**src/rtl/sof_bcc_crc16_frame_deframer_core_macros.svh**
```systemverilog
// Assertion macros for the SOF/BCC/CRC-16 frame deframer.
// Expects clk and rst_n in the scope of the module that uses them.
`ifndef SOF_BCC_CRC16_FRAME_DEFRAMER_CORE_MACROS_SVH
`define SOF_BCC_CRC16_FRAME_DEFRAMER_CORE_MACROS_SVH

// Same-cycle implication, disabled while in reset
`define SBCC_ASSERT_SAME(label, ante, cons, msg) \
  label: assert property (@(posedge clk) disable iff (!rst_n) (ante) |-> (cons)) \
    else $error(msg);

// Next-cycle implication, disabled while in reset
`define SBCC_ASSERT_NEXT(label, ante, cons, msg) \
  label: assert property (@(posedge clk) disable iff (!rst_n) (ante) |=> (cons)) \
    else $error(msg);

`endif

```
**src/rtl/sbcc_pkg.sv**
```systemverilog
// Shared types, constants and the CRC-16 byte step for the frame deframer.
// No dependencies; used by sbcc_out_skid and the top level.
package sbcc_pkg;

  // Configuration port geometry and register indexes
  localparam int CFG_IDX_W  = 2;
  localparam int CFG_DATA_W = 10;
  localparam logic [CFG_IDX_W-1:0] REG_SOF_VALUE  = 2'd0;
  localparam logic [CFG_IDX_W-1:0] REG_MIN_LENGTH = 2'd1;
  localparam logic [CFG_IDX_W-1:0] REG_ACK_MASK   = 2'd2;

  // Register reset values
  localparam logic [7:0] SOF_RESET      = 8'h55;
  localparam logic [9:0] MIN_LEN_RESET  = 10'd13;
  localparam logic [7:0] ACK_MASK_RESET = 8'h80;

  // Frame geometry: 11 header bytes plus 2 CRC bytes
  localparam int         CRC_BYTES     = 2;
  localparam logic [9:0] MIN_FRAME_LEN = 10'd13;
  localparam int         FRAME_LEN_W   = 10;

  // Byte positions of the header fields after the BCC
  localparam int POS_TYPE     = 4;
  localparam int POS_SENDER   = 5;
  localparam int POS_RECEIVER = 6;
  localparam int POS_SEQ_LO   = 7;
  localparam int POS_SEQ_HI   = 8;
  localparam int POS_CMD_SET  = 9;
  localparam int POS_CMD_ID   = 10;

  // CRC-16, MSB first, no final XOR
  localparam logic [15:0] CRC_INIT = 16'hFFFF;
  localparam logic [15:0] CRC_POLY = 16'h1021;
  localparam logic [15:0] CRC_TOP  = 16'h8000;

  typedef struct packed {
    logic [7:0]             payload_byte;
    logic                   payload_valid;
    logic                   frame_end;
    logic                   crc_ok;
    logic                   is_ack;
    logic [7:0]             cmd_type;
    logic [7:0]             sender;
    logic [7:0]             receiver;
    logic [15:0]            sequence_res;
    logic [7:0]             command_set;
    logic [7:0]             command_id;
    logic [FRAME_LEN_W-1:0] frame_length;
  } result_t;

  // Advance the CRC by one byte
  function automatic logic [15:0] crc16_byte(input logic [15:0] crc_in,
                                             input logic [7:0]  data);
    logic [15:0] c;
    c = crc_in ^ {data, 8'h00};
    for (int i = 0; i < 8; i++) begin
      if ((c & CRC_TOP) != 16'h0000) begin
        c = {c[14:0], 1'b0} ^ CRC_POLY;
      end else begin
        c = {c[14:0], 1'b0};
      end
    end
    return c;
  endfunction

endpackage

```
**src/rtl/sbcc_out_skid.sv**
```systemverilog
// Two-entry result buffer: output register plus one skid entry.
// Depends on sbcc_pkg for the result item type.
module sbcc_out_skid (
  input  logic             clk,
  input  logic             rst_n,
  input  logic             push_valid,
  output logic             push_ready,
  input  sbcc_pkg::result_t push_data,
  output logic             pop_valid,
  input  logic             pop_ready,
  output sbcc_pkg::result_t pop_data
);
  import sbcc_pkg::*;

  logic    head_vld_r, head_vld_nxt;
  logic    spare_vld_r, spare_vld_nxt;
  result_t head_r, head_nxt;
  result_t spare_r, spare_nxt;
  logic    pop;

  // Room exists as long as the skid entry is free
  assign push_ready = !spare_vld_r;
  assign pop_valid  = head_vld_r;
  assign pop_data   = head_r;
  assign pop        = head_vld_r && pop_ready;

  // Move items between head and skid entry
  always_comb begin
    head_vld_nxt  = head_vld_r;
    spare_vld_nxt = spare_vld_r;
    head_nxt      = head_r;
    spare_nxt     = spare_r;
    if (pop) begin
      if (spare_vld_r) begin
        head_nxt      = spare_r;
        spare_vld_nxt = 1'b0;
      end else if (push_valid) begin
        head_nxt = push_data;
      end else begin
        head_vld_nxt = 1'b0;
      end
    end else if (push_valid && !spare_vld_r) begin
      if (!head_vld_r) begin
        head_nxt     = push_data;
        head_vld_nxt = 1'b1;
      end else begin
        spare_nxt     = push_data;
        spare_vld_nxt = 1'b1;
      end
    end
  end

  always_ff @(posedge clk) begin
    if (!rst_n) begin
      head_vld_r  <= 1'b0;
      spare_vld_r <= 1'b0;
    end else begin
      head_vld_r  <= head_vld_nxt;
      spare_vld_r <= spare_vld_nxt;
    end
  end

  always_ff @(posedge clk) begin
    head_r  <= head_nxt;
    spare_r <= spare_nxt;
  end

endmodule

```
**src/rtl/sof_bcc_crc16_frame_deframer_core.sv**
```systemverilog
// Byte-stream frame deframer: hunts for a start byte, a little-endian length and
// a header BCC in a sliding four-byte window, captures the header fields, passes
// payload bytes on one result each and closes every frame with a record that
// carries the CRC-16 verdict. One byte is taken every clock cycle unless a result
// waits for buffer room: a byte is held in the input register, goes through the
// CRC-16 byte steps and the header compare, and is registered in the result buffer.
// Header bytes, hunting bytes and the low CRC byte produce no result. Up to two
// results are buffered, so a stalled output only holds the input back once full.
// Depends on sbcc_pkg, sbcc_out_skid and the assertion macro header.
module sof_bcc_crc16_frame_deframer_core #(
  parameter int LENGTH_BITS = 10
) (
  input  logic                           clk,
  input  logic                           rst_n,
  // configuration write port
  input  logic                           cfg_wr_en,
  input  logic [sbcc_pkg::CFG_IDX_W-1:0] cfg_index,
  input  logic [sbcc_pkg::CFG_DATA_W-1:0] cfg_wdata,
  // input byte channel
  input  logic                           in_valid,
  output logic                           in_ready,
  input  logic [7:0]                     in_rx_byte,
  // result channel
  output logic                           out_valid,
  input  logic                           out_ready,
  output logic [7:0]                     out_payload_byte,
  output logic                           out_payload_valid,
  output logic                           out_frame_end,
  output logic                           out_crc_ok,
  output logic                           out_is_ack,
  output logic [7:0]                     out_cmd_type,
  output logic [7:0]                     out_sender,
  output logic [7:0]                     out_receiver,
  output logic [15:0]                    out_sequence_res,
  output logic [7:0]                     out_command_set,
  output logic [7:0]                     out_command_id,
  output logic [sbcc_pkg::FRAME_LEN_W-1:0] out_frame_length
);
  import sbcc_pkg::*;
  `include "sof_bcc_crc16_frame_deframer_core_macros.svh"

  localparam int LW = LENGTH_BITS;
  localparam int CMP_W = (LENGTH_BITS > FRAME_LEN_W) ? LENGTH_BITS : FRAME_LEN_W;

  // configuration registers
  logic [7:0] sof_value_r;
  logic [9:0] min_length_r;
  logic [7:0] ack_mask_r;

  // input register
  logic       in_valid_r;
  logic [7:0] in_byte_r;

  // hunt state
  logic [2:0][7:0] win_r, win_nxt;
  logic [1:0]      fill_r, fill_nxt;
  logic [15:0]     crc_a_r, crc_a_nxt;   // CRC from FFFF over window bytes 0..2
  logic [15:0]     crc_b_r, crc_b_nxt;   // over window bytes 1..2
  logic [15:0]     crc_c_r, crc_c_nxt;   // over window byte 2

  // frame state
  logic          in_frame_r, in_frame_nxt;
  logic [LW-1:0] pos_r, pos_nxt;
  logic [LW-1:0] length_r, length_nxt;
  logic [15:0]   crc_r, crc_nxt;
  logic [7:0]    crc_lo_r, crc_lo_nxt;
  logic [7:0]    type_r, type_nxt;
  logic [7:0]    sender_r, sender_nxt;
  logic [7:0]    receiver_r, receiver_nxt;
  logic [15:0]   seq_r, seq_nxt;
  logic [7:0]    cmd_set_r, cmd_set_nxt;
  logic [7:0]    cmd_id_r, cmd_id_nxt;

  logic          proc_fire;
  logic          has_result;
  logic          sk_ready;
  result_t       res;
  result_t       out_data;
  logic [LW-1:0] len_m1;
  logic [LW-1:0] len_m2;
  logic [15:0]   win_field;
  logic [LW-1:0] win_len;
  logic [9:0]    min_len_eff;
  logic          hdr_ok;
  logic [CMP_W-1:0] length_ext;

  // configuration writes; indexes beyond the list are ignored
  always_ff @(posedge clk) begin
    if (!rst_n) begin
      sof_value_r  <= SOF_RESET;
      min_length_r <= MIN_LEN_RESET;
      ack_mask_r   <= ACK_MASK_RESET;
    end else if (cfg_wr_en) begin
      case (cfg_index)
        REG_SOF_VALUE:  sof_value_r  <= cfg_wdata[7:0];
        REG_MIN_LENGTH: min_length_r <= cfg_wdata[9:0];
        REG_ACK_MASK:   ack_mask_r   <= cfg_wdata[7:0];
        default: ;
      endcase
    end
  end

  // input register: take a new item whenever the current one moves on
  assign in_ready = !in_valid_r || proc_fire;

  always_ff @(posedge clk) begin
    if (!rst_n) begin
      in_valid_r <= 1'b0;
    end else if (in_ready) begin
      in_valid_r <= in_valid;
    end
  end

  always_ff @(posedge clk) begin
    if (in_valid && in_ready) begin
      in_byte_r <= in_rx_byte;
    end
  end

  // frame geometry and header check
  assign len_m1      = length_r - LW'(1);
  assign len_m2      = length_r - LW'(CRC_BYTES);
  assign win_field   = {win_r[2], win_r[1]};
  assign win_len     = win_field[LW-1:0];
  assign min_len_eff = (min_length_r < MIN_FRAME_LEN) ? MIN_FRAME_LEN : min_length_r;
  assign hdr_ok      = (win_r[0] == sof_value_r) &&
                       (CMP_W'(win_len) >= CMP_W'(min_len_eff)) &&
                       ((win_r[0] ^ win_r[1] ^ win_r[2]) == in_byte_r);
  assign length_ext  = CMP_W'(length_r);

  // a result comes from payload bytes and from the last byte of a frame
  always_comb begin
    has_result = 1'b0;
    if (in_frame_r) begin
      has_result = !((pos_r >= LW'(POS_TYPE)) && (pos_r <= LW'(POS_CMD_ID))) &&
                   (pos_r != len_m2);
    end
  end

  // hold the byte while a result has no room
  assign proc_fire = in_valid_r && (!has_result || sk_ready);

  // build the result from the captured header fields
  always_comb begin
    res               = '0;
    res.is_ack        = (type_r & ack_mask_r) != 8'h00;
    res.cmd_type      = type_r;
    res.sender        = sender_r;
    res.receiver      = receiver_r;
    res.sequence_res  = seq_r;
    res.command_set   = cmd_set_r;
    res.command_id    = cmd_id_r;
    res.frame_length  = length_ext[FRAME_LEN_W-1:0];
    if (pos_r == len_m1) begin
      res.frame_end = 1'b1;
      res.crc_ok    = ({in_byte_r, crc_lo_r} == crc_r);
    end else begin
      res.payload_byte  = in_byte_r;
      res.payload_valid = 1'b1;
    end
  end

  // process one byte: hunt the header or advance through the frame
  always_comb begin
    win_nxt      = win_r;
    fill_nxt     = fill_r;
    crc_a_nxt    = crc_a_r;
    crc_b_nxt    = crc_b_r;
    crc_c_nxt    = crc_c_r;
    in_frame_nxt = in_frame_r;
    pos_nxt      = pos_r;
    length_nxt   = length_r;
    crc_nxt      = crc_r;
    crc_lo_nxt   = crc_lo_r;
    type_nxt     = type_r;
    sender_nxt   = sender_r;
    receiver_nxt = receiver_r;
    seq_nxt      = seq_r;
    cmd_set_nxt  = cmd_set_r;
    cmd_id_nxt   = cmd_id_r;
    if (proc_fire) begin
      if (!in_frame_r) begin
        if (fill_r != 2'd3) begin
          // fill the window and start the partial CRCs
          case (fill_r)
            2'd0:    win_nxt[0] = in_byte_r;
            2'd1:    win_nxt[1] = in_byte_r;
            default: win_nxt[2] = in_byte_r;
          endcase
          crc_a_nxt = crc16_byte((fill_r == 2'd0) ? CRC_INIT : crc_a_r, in_byte_r);
          crc_b_nxt = crc16_byte((fill_r <= 2'd1) ? CRC_INIT : crc_b_r, in_byte_r);
          crc_c_nxt = crc16_byte(CRC_INIT, in_byte_r);
          fill_nxt  = fill_r + 2'd1;
        end else if (hdr_ok) begin
          // header found: enter the frame
          crc_nxt      = crc16_byte(crc_a_r, in_byte_r);
          length_nxt   = win_len;
          pos_nxt      = LW'(POS_TYPE);
          in_frame_nxt = 1'b1;
          fill_nxt     = 2'd0;
        end else begin
          // slide on by one byte and shift the partial CRCs along
          win_nxt[0] = win_r[1];
          win_nxt[1] = win_r[2];
          win_nxt[2] = in_byte_r;
          crc_a_nxt  = crc16_byte(crc_b_r, in_byte_r);
          crc_b_nxt  = crc16_byte(crc_c_r, in_byte_r);
          crc_c_nxt  = crc16_byte(CRC_INIT, in_byte_r);
        end
      end else begin
        if (pos_r < len_m2) begin
          crc_nxt = crc16_byte(crc_r, in_byte_r);
        end
        case (pos_r)
          LW'(POS_TYPE):     type_nxt          = in_byte_r;
          LW'(POS_SENDER):   sender_nxt        = in_byte_r;
          LW'(POS_RECEIVER): receiver_nxt      = in_byte_r;
          LW'(POS_SEQ_LO):   seq_nxt[7:0]      = in_byte_r;
          LW'(POS_SEQ_HI):   seq_nxt[15:8]     = in_byte_r;
          LW'(POS_CMD_SET):  cmd_set_nxt       = in_byte_r;
          LW'(POS_CMD_ID):   cmd_id_nxt        = in_byte_r;
          default: begin
            if (pos_r == len_m2) begin
              crc_lo_nxt = in_byte_r;
            end
          end
        endcase
        if (pos_r == len_m1) begin
          // closing byte: back to hunting with an empty window
          in_frame_nxt = 1'b0;
          fill_nxt     = 2'd0;
          pos_nxt      = '0;
        end else begin
          pos_nxt = pos_r + LW'(1);
        end
      end
    end
  end

  always_ff @(posedge clk) begin
    if (!rst_n) begin
      fill_r     <= 2'd0;
      in_frame_r <= 1'b0;
      pos_r      <= '0;
      length_r   <= '0;
    end else begin
      fill_r     <= fill_nxt;
      in_frame_r <= in_frame_nxt;
      pos_r      <= pos_nxt;
      length_r   <= length_nxt;
    end
  end

  always_ff @(posedge clk) begin
    win_r      <= win_nxt;
    crc_a_r    <= crc_a_nxt;
    crc_b_r    <= crc_b_nxt;
    crc_c_r    <= crc_c_nxt;
    crc_r      <= crc_nxt;
    crc_lo_r   <= crc_lo_nxt;
    type_r     <= type_nxt;
    sender_r   <= sender_nxt;
    receiver_r <= receiver_nxt;
    seq_r      <= seq_nxt;
    cmd_set_r  <= cmd_set_nxt;
    cmd_id_r   <= cmd_id_nxt;
  end

  // result buffer
  sbcc_out_skid u_out_skid (
    .clk        (clk),
    .rst_n      (rst_n),
    .push_valid (proc_fire && has_result),
    .push_ready (sk_ready),
    .push_data  (res),
    .pop_valid  (out_valid),
    .pop_ready  (out_ready),
    .pop_data   (out_data)
  );

  assign out_payload_byte  = out_data.payload_byte;
  assign out_payload_valid = out_data.payload_valid;
  assign out_frame_end     = out_data.frame_end;
  assign out_crc_ok        = out_data.crc_ok;
  assign out_is_ack        = out_data.is_ack;
  assign out_cmd_type      = out_data.cmd_type;
  assign out_sender        = out_data.sender;
  assign out_receiver      = out_data.receiver;
  assign out_sequence_res  = out_data.sequence_res;
  assign out_command_set   = out_data.command_set;
  assign out_command_id    = out_data.command_id;
  assign out_frame_length  = out_data.frame_length;

  // checks
  `SBCC_ASSERT_SAME(a_pos_in_range, in_frame_r, (pos_r >= LW'(POS_TYPE)) && (pos_r < length_r), "frame position outside the stored length")
  `SBCC_ASSERT_SAME(a_len_min, in_frame_r, CMP_W'(length_r) >= CMP_W'(MIN_FRAME_LEN), "frame entered with a length below the minimum")
  `SBCC_ASSERT_NEXT(a_end_to_hunt, proc_fire && in_frame_r && (pos_r == len_m1), !in_frame_r && (fill_r == 2'd0), "frame end did not return to hunting")
  `SBCC_ASSERT_SAME(a_result_kind, out_valid, !(out_payload_valid && out_frame_end), "result is both payload and frame end")

endmodule

```
**config.mk**
```make
export PLATFORM = sky130hd
export DESIGN_NAME = sof_bcc_crc16_frame_deframer_core
export DESIGN_NICKNAME = d
export VERILOG_FILES = /design/src/rtl/sbcc_pkg.sv /design/src/rtl/sbcc_out_skid.sv /design/src/rtl/sof_bcc_crc16_frame_deframer_core.sv
export VERILOG_INCLUDE_DIRS = /design/src /design/src/rtl
export SDC_FILE = /design/constraint.sdc
export NUM_CORES = 1
export LEC_CHECK = 0
export BUFFER_PORTS_ARGS = -buffer_cell sky130_fd_sc_hd__buf_2
export CORE_UTILIZATION = 50
export DETAILED_ROUTE_END_ITERATION = 12
export PLACE_DENSITY = 0.69
export SLEW_MARGIN = 20
export SYNTH_ARGS = -nofsm -noshare
export SYNTH_HDL_FRONTEND = slang
export SYNTH_SLANG_ARGS = --single-unit
export TNS_END_PERCENT = 30
```
**constraint.sdc**
```tcl
create_clock -name clk -period 12.05 [get_ports clk]
set_input_delay 1.205 -clock clk [delete_from_list [all_inputs] [get_ports clk]]
set_output_delay 1.205 -clock clk [all_outputs]
set_load 0.05 [all_outputs]
```
==> impl_metrics.yaml <==
status:
  status: "finished, final reports clean"
synth:
  synth_ff_type: "edfxtp_1"
  post-synth-top-area-fraction_pct: 57.7
  async_flop_share_pct: 0
  synth-xor-area-share_pct: 10.9
  yosys.cell_types.count: 59
  yosysWarnings: 0
  netlist_area_um2: 16400
  muxShareOfSynthArea_pct: 2.41
  synth_area_leaders: "edfxtp_1 58%, xnor2_1 7.3%, nand2_1 7.0%"
  synth_edf_count: 315
  synth_cells: 1340
  yosys.area_share.simple_pct: 13.1
  yosys.area.top_type: "edfxtp_1"
  synth-compound-area-share_pct: 5.10
  synth_top_family_by_area: "simple AND/OR/NAND/NOR gates"
  synth-seq-area-share_pct: 64.0
  syn_avg_cell_area_um2: 12.2
  yosys_register_bits: 367
  syn_nets: 1394
  synthAdderAreaFrac_pct: 2.21
floorplanning:
  start_util_pct: 51.5
  io_pins: 105
  rows: 65
  die_x_um: 183
  die_area_um2: 33500
  die_y_um: 183
  coreArea_um2: 31900
placement:
  place_area_um2: 17400
  portBuffers: 104
  place_ws_ps: 7460
  finalWeightedCongestion: 0.921
  hpwlAfterDp_um: 21800
setup_path:
  startpoint_type: "flop"
  worstPathMaxFanout: 78
  crit_required_ps: 12200
  crit_path_end_kind: "flop"
  crit_arrival_ps: 4850
  criticalPathCategory: "reg2reg"
routing:
  wirelength_um: 33100
  viasPerCell: 5.19
  vias: 9906
  first_iter_violations: 687
  drt_first_pass_iters: 5
  avgRoutedWirePerCell_um: 17.3
  ant_nets: 0
  drcViolationCount: 0
pwr:
  clockPowerShare_pct: 42.8
  power.total_mw: 2.79
  switchingPower_mw: 0.615
  seq_power_share_pct: 50.8
  p_comb_share_pct: 6.4
  netSwitchingFraction_pct: 22.0
  ir_drop_mv: 0.112
  power_leakage_nw: 6.89
  p_int_mw: 2.18
  powerDensity_nw_per_um2: 149
sta:
  layout_min_cycle_time_ps: 4700
  skew_ps: 14.6
  finalSetupViolCount: 0
  tns_ps: 0
  tightest_slew_ps: 1040
  maxClockFrequency_mhz: 213
  grt_setup_unrepaired: "no"
  period_share_pct: 39.0
  setup_ws_ps: 7350
  relSlewSlack_pct: 30.6
  slew_viol_final: 0
  hold_viol: 0
job:
  cap_violations: 0
min_path:
  min_path_type: "reg2reg"
layout:
  area_delta_synth_final_pct: 13.9
  drive_above_1_share_pct: 14.5
  postLayoutCellArea_um2: 18700
  nFillCells: 2651
  diodes: 0
  nNetsFinal: 1499
  final_core_util_pct: 58.6
grt:
  overflow: 0
  grt_pass1_wl_um: 52500
  grt_max_degree: 79
  track_usage_pct: 20.2
  first_global_vias: 9442
  antenna_found_initial: 0
clock_tree:
  h-tree-depth: 2
  cts_post_setup_buffers_inserted: 0
  clockBufferDepth: 3
  postCtsResizedCells: 0
  cts_sinks: 367
  cts_tree: "built"
  cts_hold_buf: 0
  clkTransAtPathRegs_ps: 60
  insertion_delay_ps: 540
  cts-root-buf: "clkbuf_16"
  cts_buffers: 40
==> worst paths after layout <==
kind	cells past startpoint	slack (ps)	endpoint	from
setup / recovery	14	7350	u_out_skid.pop_data[4]$_DFFE_PP_	length_ext[2]$_SDFFE_PN0P_
hold / removal	0	450	u_out_skid.spare_r[30]$_DFFE_PP_	seq_r[4]$_DFFE_PP_
setup reg to reg	14	7350	u_out_skid.pop_data[4]$_DFFE_PP_	length_ext[2]$_SDFFE_PN0P_
hold reg to reg	0	450	u_out_skid.spare_r[30]$_DFFE_PP_	seq_r[4]$_DFFE_PP_
==> sequential cells by signal, indices dropped and copies added, names as in the netlist, 15 cells and up <==
signal / count
crc_a_r: 16
crc_b_r: 16
u_out_skid.pop_data: 78
u_out_skid.spare_r: 78
win_field: 16
crc_r: 16
seq_r: 16
crc_c_r: 15
==> placed cells by master (no fill, tap or decap), drive strengths merged, types with 13 or more instances in the layout <==
cell    synthesis  layout
clkbuf         43      53
ha             29      29
o21ai          43      43
nand3          15      15
and2           17      17
edfxtp        315     315
xnor2         136     136
a21oi          16      16
inv            32      36
nor2b          24      24
clkinv          1      13
dfxtp          52      52
xor2           68      68
mux2i          29      29
nand2         304     304
buf            16     122
nor2           63      63
a22oi          16      16
==> critical path, stage by stage (launching register included) <==
cell     delay, ps
dfxtp_1        390
inv_1          110
ha_1           200
nor3b_1        360
nand2_1        160
nor3_1         220
xnor2_1        110
ha_1           300
nand4_1        100
nor3_1         280
a41oi_1        140
a31oi_1        640
nand3_1        300
a22oi_2        190
buf_4          750
==> synth_stat cells, types with 10 or more instances <==
cell type and n:
a21boi_0 11, a21oi_1 16, a22oi_1 16, and2_1 13
clkbuf_1 43, dfxtp_1 52, edfxtp_1 315, ha_1 29
inv_1 32, mux2i_1 29, nand2_1 304, nand3_1 15
nand4_1 11, nor2_1 63, nor2b_1 24, nor3_1 10
o21ai_0 43, xnor2_1 136, xor2_1 68
==> metrics by stage <==
stage,hold slack [ps],std cells
4_1_cts,448,1910
3_5_place_dp,434,1838
6_report,446,1910
5_1_grt,450,1910
3_3_place_gp,432,1838
2_1_floorplan,403,1340
==> metal layers <==
metal  up-vias  GRT usage (%)  share of wire, %
met5         -              0                 0
met4         0           6.07               2.3
met3        52           2.76               3.7
met2       215           33.1                47
met1      4763           28.0                47
li1       4876              -                 -
==> power by group through the flow <==
stage | registers, mW | clock network, mW | logic [mW]
2_1_floorplan | 1.44 | 0 | 0.135
3_3_place_gp | 1.44 | 0 | 0.176
3_5_place_dp | 1.45 | 0 | 0.179
4_1_cts | 1.42 | 1.22 | 0.181
5_1_grt | 1.42 | 1.27 | 0.201
6_report | 1.42 | 1.20 | 0.179
==> cell type report <==
class                           count  area (µm²)  share of cell area, %
Clock buffer                       53        1110                   5.94
Tap cell                          435         544                   2.91
Inverter                           33         125                  0.669
Sequential cell                   367       10500                   56.2
Multi-Input combinational cell    881        5570                   29.8
Timing Repair Buffer              122         656                   3.51
Clock inverter                     19         185                  0.991
==> logic make-up (layout without fill, tap and decap cells) <==
family	Yosys count	in the layout
fa+ha+maj	29	29
mux	37	37
simple gates	484	484
buf+inv	92	227
compound gates	127	127
xor+xnor	204	204
flops	367	367
Note: power is estimated with default switching activity, not from simulation.
